==> src/rtl/core/ppca_pkg.sv <==
// Shared types, codes and constants of the polygon containment and area block.
`default_nettype none
package ppca_pkg;

	localparam int COORD_W          = 16;
	localparam int AREA_W           = 41;
	localparam int STATUS_W         = 2;
	localparam int VCNT_W           = 13;
	localparam int DEF_MAX_VERTICES = 256;
	localparam int DEF_COORD_BITS   = 16;
	localparam int Q_DEPTH          = 2;
	localparam int Q_PTR_W          = 1;

	typedef enum logic [1:0] {
		ACT_CLEAR  = 2'd0,
		ACT_APPEND = 2'd1,
		ACT_TEST   = 2'd2,
		ACT_AREA   = 2'd3
	} action_t;

	typedef enum logic [1:0] {
		STS_OK    = 2'd0,
		STS_FULL  = 2'd1,
		STS_SHORT = 2'd2
	} status_t;

	typedef enum logic [2:0] {
		CMD_CLEAR,
		CMD_STORE,
		CMD_DROP,
		CMD_TEST,
		CMD_TEST_SHORT,
		CMD_AREA,
		CMD_AREA_SHORT
	} cmd_op_t;

	typedef struct packed {
		cmd_op_t                     op;
		logic signed [COORD_W-1:0]   x;
		logic signed [COORD_W-1:0]   y;
		logic                        last;
		logic        [VCNT_W-1:0]    cnt;
	} cmd_t;

	typedef enum logic [1:0] {
		BK_IDLE,
		BK_WALK,
		BK_FIN
	} back_state_t;

endpackage
`default_nettype wire

==> src/rtl/core/ppca_queue.sv <==
// Two-entry command queue between the front end and the back end.
`default_nettype none
module ppca_queue
	import ppca_pkg::*;
(
	input  wire logic clk,
	input  wire logic arst_n,
	input  wire logic push,
	input  cmd_t      push_cmd,
	output logic      full,
	input  wire logic pop,
	output logic      head_vld,
	output cmd_t      head_cmd
);

	cmd_t               entry_q [Q_DEPTH];
	logic [Q_PTR_W-1:0] wr_ptr_q;
	logic [Q_PTR_W-1:0] rd_ptr_q;
	logic [Q_PTR_W:0]   fill_q;

	assign full     = fill_q == (Q_PTR_W+1)'(Q_DEPTH);
	assign head_vld = fill_q != '0;
	assign head_cmd = entry_q[rd_ptr_q];

	always_ff @(posedge clk) begin
		if (push) begin
			entry_q[wr_ptr_q] <= push_cmd;
		end
	end

	always_ff @(posedge clk or negedge arst_n) begin
		if (!arst_n) begin
			wr_ptr_q <= '0;
			rd_ptr_q <= '0;
			fill_q   <= '0;
		end else begin
			if (push) begin
				wr_ptr_q <= wr_ptr_q + Q_PTR_W'(1);
			end
			if (pop) begin
				rd_ptr_q <= rd_ptr_q + Q_PTR_W'(1);
			end
			if (push && !pop) begin
				fill_q <= fill_q + (Q_PTR_W+1)'(1);
			end else if (pop && !push) begin
				fill_q <= fill_q - (Q_PTR_W+1)'(1);
			end
		end
	end

endmodule
`default_nettype wire

==> config.mk <==
export PLATFORM = sky130hd
export DESIGN_NAME = ppca_queue
export DESIGN_NICKNAME = d
export VERILOG_FILES = /design/src/rtl/core/ppca_pkg.sv /design/src/rtl/core/ppca_queue.sv
export SDC_FILE = /design/constraint.sdc
export NUM_CORES = 1
export LEC_CHECK = 0
export BUFFER_PORTS_ARGS = -buffer_cell sky130_fd_sc_hd__buf_2
export CORE_ASPECT_RATIO = 0.6
export CORE_UTILIZATION = 47
export CTS_CLUSTER_DIAMETER = 200
export CTS_CLUSTER_SIZE = 24
export DETAILED_ROUTE_END_ITERATION = 12
export PLACE_DENSITY = 0.77
export SYNTH_ARGS = -nofsm -noshare
export SYNTH_HDL_FRONTEND = slang
export SYNTH_SLANG_ARGS = --single-unit
==> constraint.sdc <==
create_clock -name clk -period 3.1 [get_ports clk]
set_clock_uncertainty 0.1 [all_clocks]
set_input_delay 0.93 -clock clk [delete_from_list [all_inputs] [get_ports clk]]
set_output_delay 0.93 -clock clk [all_outputs]
set_load 0.005 [all_outputs]
Word level (Yosys, flattened, before mapping)
Memory sizes are Yosys's and may differ from the RTL's.
Cells that the tools add are included.
W data, S select, Z words.

word-level totals
  register bits = 4
  bits in writable memories = 98
  input bits = 53
  output and inout bits = 51
  logic and storage cells = 19
  memories = 1

memories
  memory   words  bits a word  rd ports  clocked after memory_dff  write ports  line              source
  entry_q  2      49           1         0                         1            ppca_queue.sv:16  cmd_t entry_q [Q_DEPTH];

cells by class
  add/subtract/negate cells = 4
  equal/unequal tests = 1
  mux-type cells = 4
  reductions and logical operators = 6

operators by type and width
  cell                   number
  $mux W2                2
  $reduce_bool A2 Y1     2
  $add A1 B1 Y1 const B  2
  $add A2 B1 Y2 const B  1
  $eq A2 B2 Y1 const B   1
  $logic_and A1 B1 Y1    2
  $logic_not A1 Y1       2
  $mux W1                2
  $sub A2 B1 Y2 const B  1

Longest topological paths before layout
  word-level depth = 4
  depth in mapped cells = 5
  gate-level depth less buffers = 5

Least setup slack after synthesis
OpenSTA, ideal clock, no wires.

  kind = in2reg
  start point = input port push
  end point = memory entry_q[0][0] (netlist bit) (enable)
  setup time = 0.462 ns
  arrival = 3.104 ns
  required time = 2.538 ns
  setup slack = -0.565 ns
  cell stages on the path = 1
  path buffers = 0
  cells stage by stage = nor2b_1

on the way
  word-level cells in the longest chain between the ends = 2

RTL lines
  item                           line              source
  start: declaration             ppca_queue.sv:8   input wire logic push,
  $mux W1                        ppca_queue.sv:26  if (push) begin
  $mux W1 (not written as such)  ppca_queue.sv:27  entry_q[wr_ptr_q] <= push_cmd;
  end: declaration               ppca_queue.sv:16

No other way between the ends.

==> flow_metrics.tcl <==
set metrics [dict create \
    wl_met3_um 582 \
    dieArea_um2 8850 \
    setup_tns_ps 0 \
    muxShareOfSynthArea_pct 18.5 \
    critPathKind "reg -> out" \
    synth-compound-area-share_pct 0 \
    port_buffers 103 \
    overflow 0 \
    worst_pin_slew_ps 436 \
    start_util_pct 49.5 \
    area_growth_pct 22.1 \
    grtUsageTotal_pct 15.6 \
    via_per_inst 4.85 \
    peakVddDrop_mv 0.390 \
    globalplace.congestion 0.662 \
    n_fill_cell 610 \
    via_count 1922 \
    synth_xor_xnor_area_share_pct 1.10 \
    ys_seq_area_share_pct 76.5 \
    row_count 25 \
    core_um2 8040 \
    synth_top_family_by_area "multiplexers" \
    synth_seq_cells 102 \
    critPathMaxFanout 21 \
    cts_inserted_buffers 9 \
    hp-class "in -> async" \
    power.density_cell_area_nw_per_um2 870 \
    cts_resized 0 \
    p_leak_nw 1.99 \
    ys_warn_count 0 \
    syn_area_per_cell_um2 23.5 \
    end_kind "output port" \
    path_clk_slew_ps 60 \
    synth-adder-area-share_pct 0.314 \
    cts_setup_buffers 0 \
    final_common_cell "buf_2" \
    worstPathRequired_ps 2070 \
    cts_hold_buffers 0 \
    slew-limit-headroom_pct 70.9 \
    synth_area_um2 3980 \
    fin_nets 338 \
    finalCritPeriodShare_pct 89.4 \
    min_period_ps 2770 \
    routed_wl_um 6560 \
    status "complete, no violations" \
    cap_violations 0 \
    grt_pass1_wl_um 9630 \
    whs_ps 289 \
    fp.dieW_um 121 \
    drive_gt1_share_pct 60.1 \
    synthCells 169 \
    start_kind "register" \
    final-setup-viol-count 0 \
    wl_met1_um 2890 \
    clock_path_buffers 2 \
    antenna_left 0 \
    drc_errors 0 \
    arrival_ps 1740 \
    fp.dieH_um 73.3 \
    rsz0062_at_grt "no" \
    top_layer "met4" \
    wire_per_inst_um 16.6 \
    grt_pass1_vias 1897 \
    clockRootBuffer "clkbuf_16" \
    grt_max_degree 28 \
    finalHoldViolations 0 \
    synth.distinct_cells 13 \
    dr.pass1.iters 4 \
    max_freq_mhz 361 \
    insertion_delay_ps 330 \
    yosys.area_share.simple_pct 0.723 \
    drtIter0Drc 130 \
    slew_violations 0 \
    clock_sinks 102 \
    antenna_found_initial 0 \
    routed-wl-met2_um 3000 \
    htree_levels 3 \
    synthesis.nets 223 \
    final_cell_mix "103 x buf_2, 98 x edfxtp_1, 49 x mux2_4" \
    cts_tree "built" \
    antenna_cells 0 \
    ioPinCount 104 \
]
==> power breakdown <==
| part | total, mW | internal [mW] | leakage [nW] | switching [mW] |
|---|---|---|---|---|
| clock | 0.961 | 0.533 | 0.121 | 0.428 |
| sequential | 2.00 | 1.84 | 0.965 | 0.161 |
| combinational | 1.27 | 0.761 | 0.903 | 0.506 |
==> worst paths after layout <==
path | slack [ps] | depth (start not counted) | start | endpoint
worst max-delay path | 330 | 3 | rd_ptr_q | head_cmd[9]
worst min-delay path | 290 | 1 | arst_n | fill_q[1]
worst max register to register | 1700 | 2 | wr_ptr_q | entry_q[1][23]
worst min register to register | 380 | 1 | fill_q[1] | fill_q[1]
max in group asynchronous | 2480 | 1 | arst_n | rd_ptr_q
min in group clk | 380 | 1 | fill_q[1] | fill_q[1]
==> cell families after synthesis <==
logic type / count (synthesis)
flops: 102
mux: 49
buf+inv: 7
xor+xnor: 5
simple gates: 5
fa+ha+maj: 1
==> layout make-up <==
type | instances | area [um^2] | area share (%)
repair buffers | 110 | 593 | 12.2
well taps | 108 | 135 | 2.78
inverters | 1 | 3.75 | 0.0773
clock inverters | 3 | 12.5 | 0.258
clock buffers | 12 | 236 | 4.87
flip-flops and latches | 102 | 3050 | 62.7
multi-input cells | 60 | 830 | 17.1
==> routing by layer <==
| layer | vias up | GRT usage, % |
|---|---|---|
| met2 | 83 | 24.4 |
| li1 | 884 | - |
| met1 | 947 | 18.7 |
| met4 | 0 | 6.17 |
| met5 | - | 0 |
| met3 | 8 | 7.61 |
==> registers in the layout (all words and copies together), names as in the netlist <==
name      cells
entry_q      98
fill_q        2
rd_ptr_q      1
wr_ptr_q      1
==> worst max-delay path: stages, from the launching register on <==
cell and delay (ps):
dfrtp_4 700, buf_12 230, mux2_4 330, buf_2 130
==> synth_stat cells <==
cell type | instances | share of area (%)
xor2_1 | 4 | 0.88
nor2_1 | 1 | 0.094
inv_1 | 1 | 0.094
dfrtp_1 | 4 | 2.5
nor2b_1 | 2 | 0.31
edfxtp_1 | 98 | 74
buf_12 | 5 | 2.5
xnor2_1 | 1 | 0.22
buf_6 | 1 | 0.28
mux2_4 | 49 | 18
ha_1 | 1 | 0.31
or2_2 | 1 | 0.16
and2_1 | 1 | 0.16
==> per-stage QoR <==
step / cell area [um^2] / setup WS (ps) / instances / total power [mW] / utilization, %
after global placement: 4610 / 693 / 381 / 3.28 / 57.3
after detailed placement: 4610 / 668 / 381 / 3.32 / 57.3
after CTS: 4860 / 297 / 396 / 4.28 / 60.4
after global routing: 4860 / 261 / 396 / 4.43 / 60.4
final: 4860 / 328 / 396 / 4.23 / 60.4
after floorplan: 3980 / 349 / 169 / 2.93 / -
Note: power is estimated with default switching activity, not from simulation.
