File: config.mk
export PLATFORM = sky130hd
export DESIGN_NAME = ppca_front
export DESIGN_NICKNAME = d
export VERILOG_FILES = /design/src/rtl/core/ppca_pkg.sv /design/src/rtl/core/ppca_front.sv
export SDC_FILE = /design/constraint.sdc
export NUM_CORES = 1
export LEC_CHECK = 0
export BUFFER_PORTS_ARGS = -buffer_cell sky130_fd_sc_hd__buf_2
export CAP_MARGIN = 20
export CORE_MARGIN = 4
export CORE_UTILIZATION = 32
export DETAILED_ROUTE_END_ITERATION = 10
export GPL_TIMING_DRIVEN = 0
export PLACE_DENSITY = 0.75
export RECOVER_POWER = 25
export SETUP_SLACK_MARGIN = 0.5
export SLEW_MARGIN = 20
export SYNTH_ARGS = -nofsm -noshare
export SYNTH_HDL_FRONTEND = slang
export SYNTH_SLANG_ARGS = --single-unit
File: constraint.sdc
create_clock -name clk -period 1.3 [get_ports clk]
set_input_delay 0.195 -clock clk [delete_from_list [all_inputs] [get_ports clk]]
set_output_delay 0.195 -clock clk [all_outputs]
set_load 0.005 [all_outputs]
File: src/rtl/core/ppca_pkg.sv
// Shared types, codes and constants of the polygon containment and area block.
`default_nettype none
package ppca_pkg;

	localparam int COORD_W          = 16;
	localparam int AREA_W           = 41;
	localparam int STATUS_W         = 2;
	localparam int VCNT_W           = 13;
	localparam int DEF_MAX_VERTICES = 256;
	localparam int DEF_COORD_BITS   = 16;
	localparam int Q_DEPTH          = 2;
	localparam int Q_PTR_W          = 1;

	typedef enum logic [1:0] {
		ACT_CLEAR  = 2'd0,
		ACT_APPEND = 2'd1,
		ACT_TEST   = 2'd2,
		ACT_AREA   = 2'd3
	} action_t;

	typedef enum logic [1:0] {
		STS_OK    = 2'd0,
		STS_FULL  = 2'd1,
		STS_SHORT = 2'd2
	} status_t;

	typedef enum logic [2:0] {
		CMD_CLEAR,
		CMD_STORE,
		CMD_DROP,
		CMD_TEST,
		CMD_TEST_SHORT,
		CMD_AREA,
		CMD_AREA_SHORT
	} cmd_op_t;

	typedef struct packed {
		cmd_op_t                     op;
		logic signed [COORD_W-1:0]   x;
		logic signed [COORD_W-1:0]   y;
		logic                        last;
		logic        [VCNT_W-1:0]    cnt;
	} cmd_t;

	typedef enum logic [1:0] {
		BK_IDLE,
		BK_WALK,
		BK_FIN
	} back_state_t;

endpackage
`default_nettype wire

File: src/rtl/core/ppca_front.sv
// Front end: accepts input words, tracks the vertex count and classifies each word.
`default_nettype none
module ppca_front
	import ppca_pkg::*;
#(
	parameter int MAX_VERTICES = DEF_MAX_VERTICES
) (
	input  wire logic                      clk,
	input  wire logic                      arst_n,
	input  wire logic                      in_valid,
	output logic                           in_stall,
	input  wire logic [1:0]                action,
	input  wire logic signed [COORD_W-1:0] coord_x,
	input  wire logic signed [COORD_W-1:0] coord_y,
	input  wire logic                      last,
	input  wire logic                      q_full,
	output logic                           q_push,
	output cmd_t                           q_cmd
);

	localparam int CNT_W = $clog2(MAX_VERTICES + 1);

	logic [CNT_W-1:0] count_q;
	logic             has_room;
	logic             too_few;

	assign in_stall = q_full;
	assign q_push   = in_valid && !q_full;
	assign has_room = count_q < CNT_W'(MAX_VERTICES);
	assign too_few  = count_q < CNT_W'(3);

	always_comb begin
		q_cmd.x    = coord_x;
		q_cmd.y    = coord_y;
		q_cmd.last = last;
		q_cmd.cnt  = VCNT_W'(count_q);
		unique case (action_t'(action))
			ACT_CLEAR:  q_cmd.op = CMD_CLEAR;
			ACT_APPEND: q_cmd.op = has_room ? CMD_STORE : CMD_DROP;
			ACT_TEST:   q_cmd.op = too_few ? CMD_TEST_SHORT : CMD_TEST;
			ACT_AREA:   q_cmd.op = too_few ? CMD_AREA_SHORT : CMD_AREA;
			default:    q_cmd.op = CMD_CLEAR;
		endcase
	end

	always_ff @(posedge clk or negedge arst_n) begin
		if (!arst_n) begin
			count_q <= '0;
		end else if (q_push) begin
			if (action_t'(action) == ACT_CLEAR) begin
				count_q <= '0;
			end else if (action_t'(action) == ACT_APPEND && has_room) begin
				count_q <= count_q + CNT_W'(1);
			end
		end
	end

endmodule
`default_nettype wire

==> Word level (Yosys, flattened, before mapping) <==
Cells that the tools add are included.
{ "word_totals": {"register_bits": 9, "inputBits": 39, "output_inout_bits": 51, "word_cells": 19} }
{ "classes": {"addsub": 1, "n_lt_le_gt_ge": 2, "eq_ne": 3, "muxes": 6, "reduce_logical": 6} }
{ "ops": {"columns": ["operator", "count"], "rows": [
  ["two-way mux 9 bit", 2],
  ["one-hot mux 3 bit (4 select lines)", 1],
  ["adder 9 x 1 -> 9 bit (second input constant)", 1],
  ["less-than comparator 9 x 2 -> 1 bit (second input constant)", 1],
  ["less-than comparator 9 bit (second input constant)", 1],
  ["equality test 2 bit (second input constant)", 2],
  ["two-way mux 2 bit", 2],
  ["two-way mux 3 bit", 1],
  ["equality test 2 x 1 -> 1 bit (second input constant)", 1],
  ["logical AND 1 bit", 2],
  ["zero test 2 bit", 1],
  ["AND reduction 2 bit", 1],
  ["nonzero test 2 bit", 1],
  ["zero test 1 bit", 1]
]} }

==> Logic depth before layout (Yosys ltp) <==
{ "depth": {"ltp_word": 4, "depth_mapped": 4, "mapped_depth_nobuf": 4} }

==> Least setup slack after synthesis <==
OpenSTA, ideal clock, no wires.
{ "synth_path": {"path_type": "register -> output", "startpoint": "register count_q[8]", "endpoint": "output port q_cmd[46] (netlist name)", "arrival_time_ns": 1.273, "required_ns": 1.105, "path_slack_ns": -0.168, "stages_incl_launch_ff": 5, "n_path_buf": 1, "path_cell_list": "dfrtp_1 -> clkbuf_1 -> nor4_1 -> nand3_1 -> a22o_2"} }
{ "synth_lines": {"columns": ["item", "line_no", "rtl"], "rows": [
  ["start: declaration", "ppca_front.sv:23", "logic [CNT_W-1:0] count_q;"],
  ["start signal: assignment", "ppca_front.sv:53", "count_q <= count_q + CNT_W'(1);"],
  ["end: declaration", "ppca_front.sv:18", "output cmd_t q_cmd"]
]} }

==> results_dict.tcl <==
set metrics [dict create \
    via_count 1078 \
    worstSkewPairLatency_ns 0.27 \
    mappedNetlistArea_um2 921 \
    yosysWarnings 0 \
    setup_viol 7 \
    power.leakage_nw 0.809 \
    ys_types 39 \
    crit_required_ns 1.11 \
    core-area_um2 2760 \
    antenna_found_initial 0 \
    grt_usage_pct 15.4 \
    via_per_inst 4.94 \
    slew_viol_final 0 \
    crit_family "flip-flops" \
    syn_inst 109 \
    synth.area.mux_share_pct 2.31 \
    routed_wl_mm 3.13 \
    synthAdderAreaFrac_pct 1.36 \
    peakVddDrop_mv 0.513 \
    slew_headroom_pct 59.1 \
    fin_skew_ns 0.00156 \
    grt_max_degree 11 \
    synth_area_leaders "buf_4 (31%), dfrtp_1 (24%), nand2_1 (3.7%)" \
    dr.pass1.iters 4 \
    finalNonFillerCells 218 \
    end_kind "output pin" \
    final_area_um2 1640 \
    largest_register_ffs 9 \
    power_density_nw_per_um2 686 \
    slowest_delay_ns 0.43 \
    regMostFlops "count_q" \
    grt_pass1_vias 1069 \
    wl_met3_um 307 \
    final_nets 228 \
    crit_fanout 4 \
    hold_violations 0 \
    max_cap_viol_count 0 \
    wl_met1_mm 1.15 \
    tritoncts "done" \
    clock_path_buffers 2 \
    drc_errors 0 \
    gp_congestion 0.868 \
    layout_setup_ws_ns -0.463 \
    synth_top_cell_area_share_pct 31.0 \
    ys_ff_latch 9 \
    pre_cts_ws_ns -0.256 \
    start_kind "flip-flop" \
    dp_cells 195 \
    synth-edff-count 0 \
    die_area_um2 3800 \
    yosys_most_used_dff "dfrtp_1" \
    final_cell_mix "buf_2 (46), buf_4 (41), buf_6 (17), nand2_1 (8)" \
    syn2layout_area_growth_pct 77.7 \
    grt_overflow 0 \
    clk_pin_slew_ns 0.07 \
    rsz0062_at_grt "true" \
    path_cells "buf_8, nor4_4, nand3_2, a22o_2, buf_2" \
    yosys.area_share.simple_pct 23.6 \
    start_util_pct 33.4 \
    diodes 0 \
    io_pins 90 \
    clockRootBuffer "clkbuf_4" \
    cp_slowest_cell "dfrtp_1" \
    clock.fmax_mhz 567 \
    synth_compound_area_share_pct 13.2 \
    num_rows 19 \
    synth_top_cell_by_area "buf_4" \
    grt_pass1_wl_mm 4.37 \
    dp_hpwl_mm 2.20 \
    numCtsBuffers 3 \
    wl_met2_mm 1.63 \
    post-route-util_pct 59.3 \
    topRoutingLayerUsed "met4" \
    period_share_pct 136 \
    layout.cells.most_common "buf_2" \
    synth_xor_area_share_pct 0 \
    drive_above_1_share_pct 75.9 \
    avgSynthCellArea_um2 8.45 \
    cts-htree-levels 1 \
    status "finished with violations" \
    die_h_um 61.6 \
    worstSetupPathType "flip-flop to output pin" \
    seq_area_frac_synth_pct 24.5 \
    period_minus_slack_ns 1.76 \
    tightest_slew_ns 0.613 \
    clock_sinks 9 \
    synth_async_sr_flop_share_pct 100 \
    arrival_ns 1.57 \
    worst_hold_slack_ns 0.341 \
    dpl_cell_area_um2 1300 \
    synth_top_family_by_area "buffers and inverters" \
    cp_num_buf_inv 2 \
    port_buffers 52 \
    die-width_um 61.6 \
    first_iter_violations 62 \
    violations "setup timing" \
    top_regs "count_q x9" \
    wire_per_inst_um 14.4 \
    ant_nets 0 \
    hold_class "input port to flip-flop" \
]
[timing repair]
action / in CTS / in global routing
endpoints found under the setup margin: 22 / 22
setup buffers: 10 / 8
pin swaps: 10 / 8
gates resized for setup: 22 / 16
hold endpoints to repair: 9 / 0
gates cloned: 0 / 0
hold buffers: 1 / 0
[where the power goes]
group | internal [W] | total [W] | leakage (nW) | switching, W
Combinational | 0.000314 | 0.000538 | 0.692 | 0.000224
Clock | 0.000119 | 0.000235 | 0.0150 | 0.000116
Sequential | 0.000316 | 0.000349 | 0.102 | 0.0000331
Total | 0.000749 | 0.00112 | 0.809 | 0.000374
[final timing paths]
kind	to	cells after the start	startpoint	slack, ns
max in group asynchronous	count_q[6]	2	arst_n	0.48
hold reg to reg	count_q[6]	2	count_q[6]	0.63
min in group asynchronous	count_q[8]	2	arst_n	0.42
setup / recovery	q_cmd[46]	5	count_q[8]	-0.46
setup reg to reg	count_q[5]	5	count_q[8]	-0.32
hold / removal	count_q[1]	4	q_full	0.34
[cells by family after synthesis]
| group | Yosys count |
|---|---|
| buffers and inverters | 45 |
| and+or+nand+nor | 36 |
| AOI/OAI and AO/OA | 15 |
| DFF | 9 |
| muxes | 2 |
| adders and majority gates | 1 |
| other | 1 |
[metal layers]
metal	vias up	GRT usage, %
met1	505	16.7
met5	-	0
met3	5	3.56
met2	65	28.3
li1	503	-
met4	0	6.67
[cell usage after synthesis, types with 2 or more instances]
master / instances
a21oi_1: 3
buf_4: 38
clkbuf_1: 3
dfrtp_1: 9
inv_1: 3
nand2_1: 9
nand3_1: 6
nand4_1: 3
nand4b_1: 2
nor2_1: 2
o211ai_1: 3
[through the flow]
step,setup TNS [ns],total power [W]
floorplan,-0.0471,0.000605
global placement,-0.687,0.000737
detailed placement,-0.978,0.000756
CTS,-1.28,0.00107
global route,-2.53,0.00118
finish,-2.09,0.00112
[final cells by class]
type,count,area (um2)
sequential,9,234
buffer,42,320
timing repair buffer,71,487
fill,246,1120
multi-input combinational,58,519
clock buffer,4,26.3
tap,31,38.8
inverter,3,11.3
[worst register-to-register path, stage by stage (launching register included)]
cell and delay, ns:
dfrtp_1 0.43, buf_6 0.14, buf_6 0.11, nand4b_1 0.24
or4_1 0.55, nand3_1 0.09
Power figures use the tool's default switching activity.
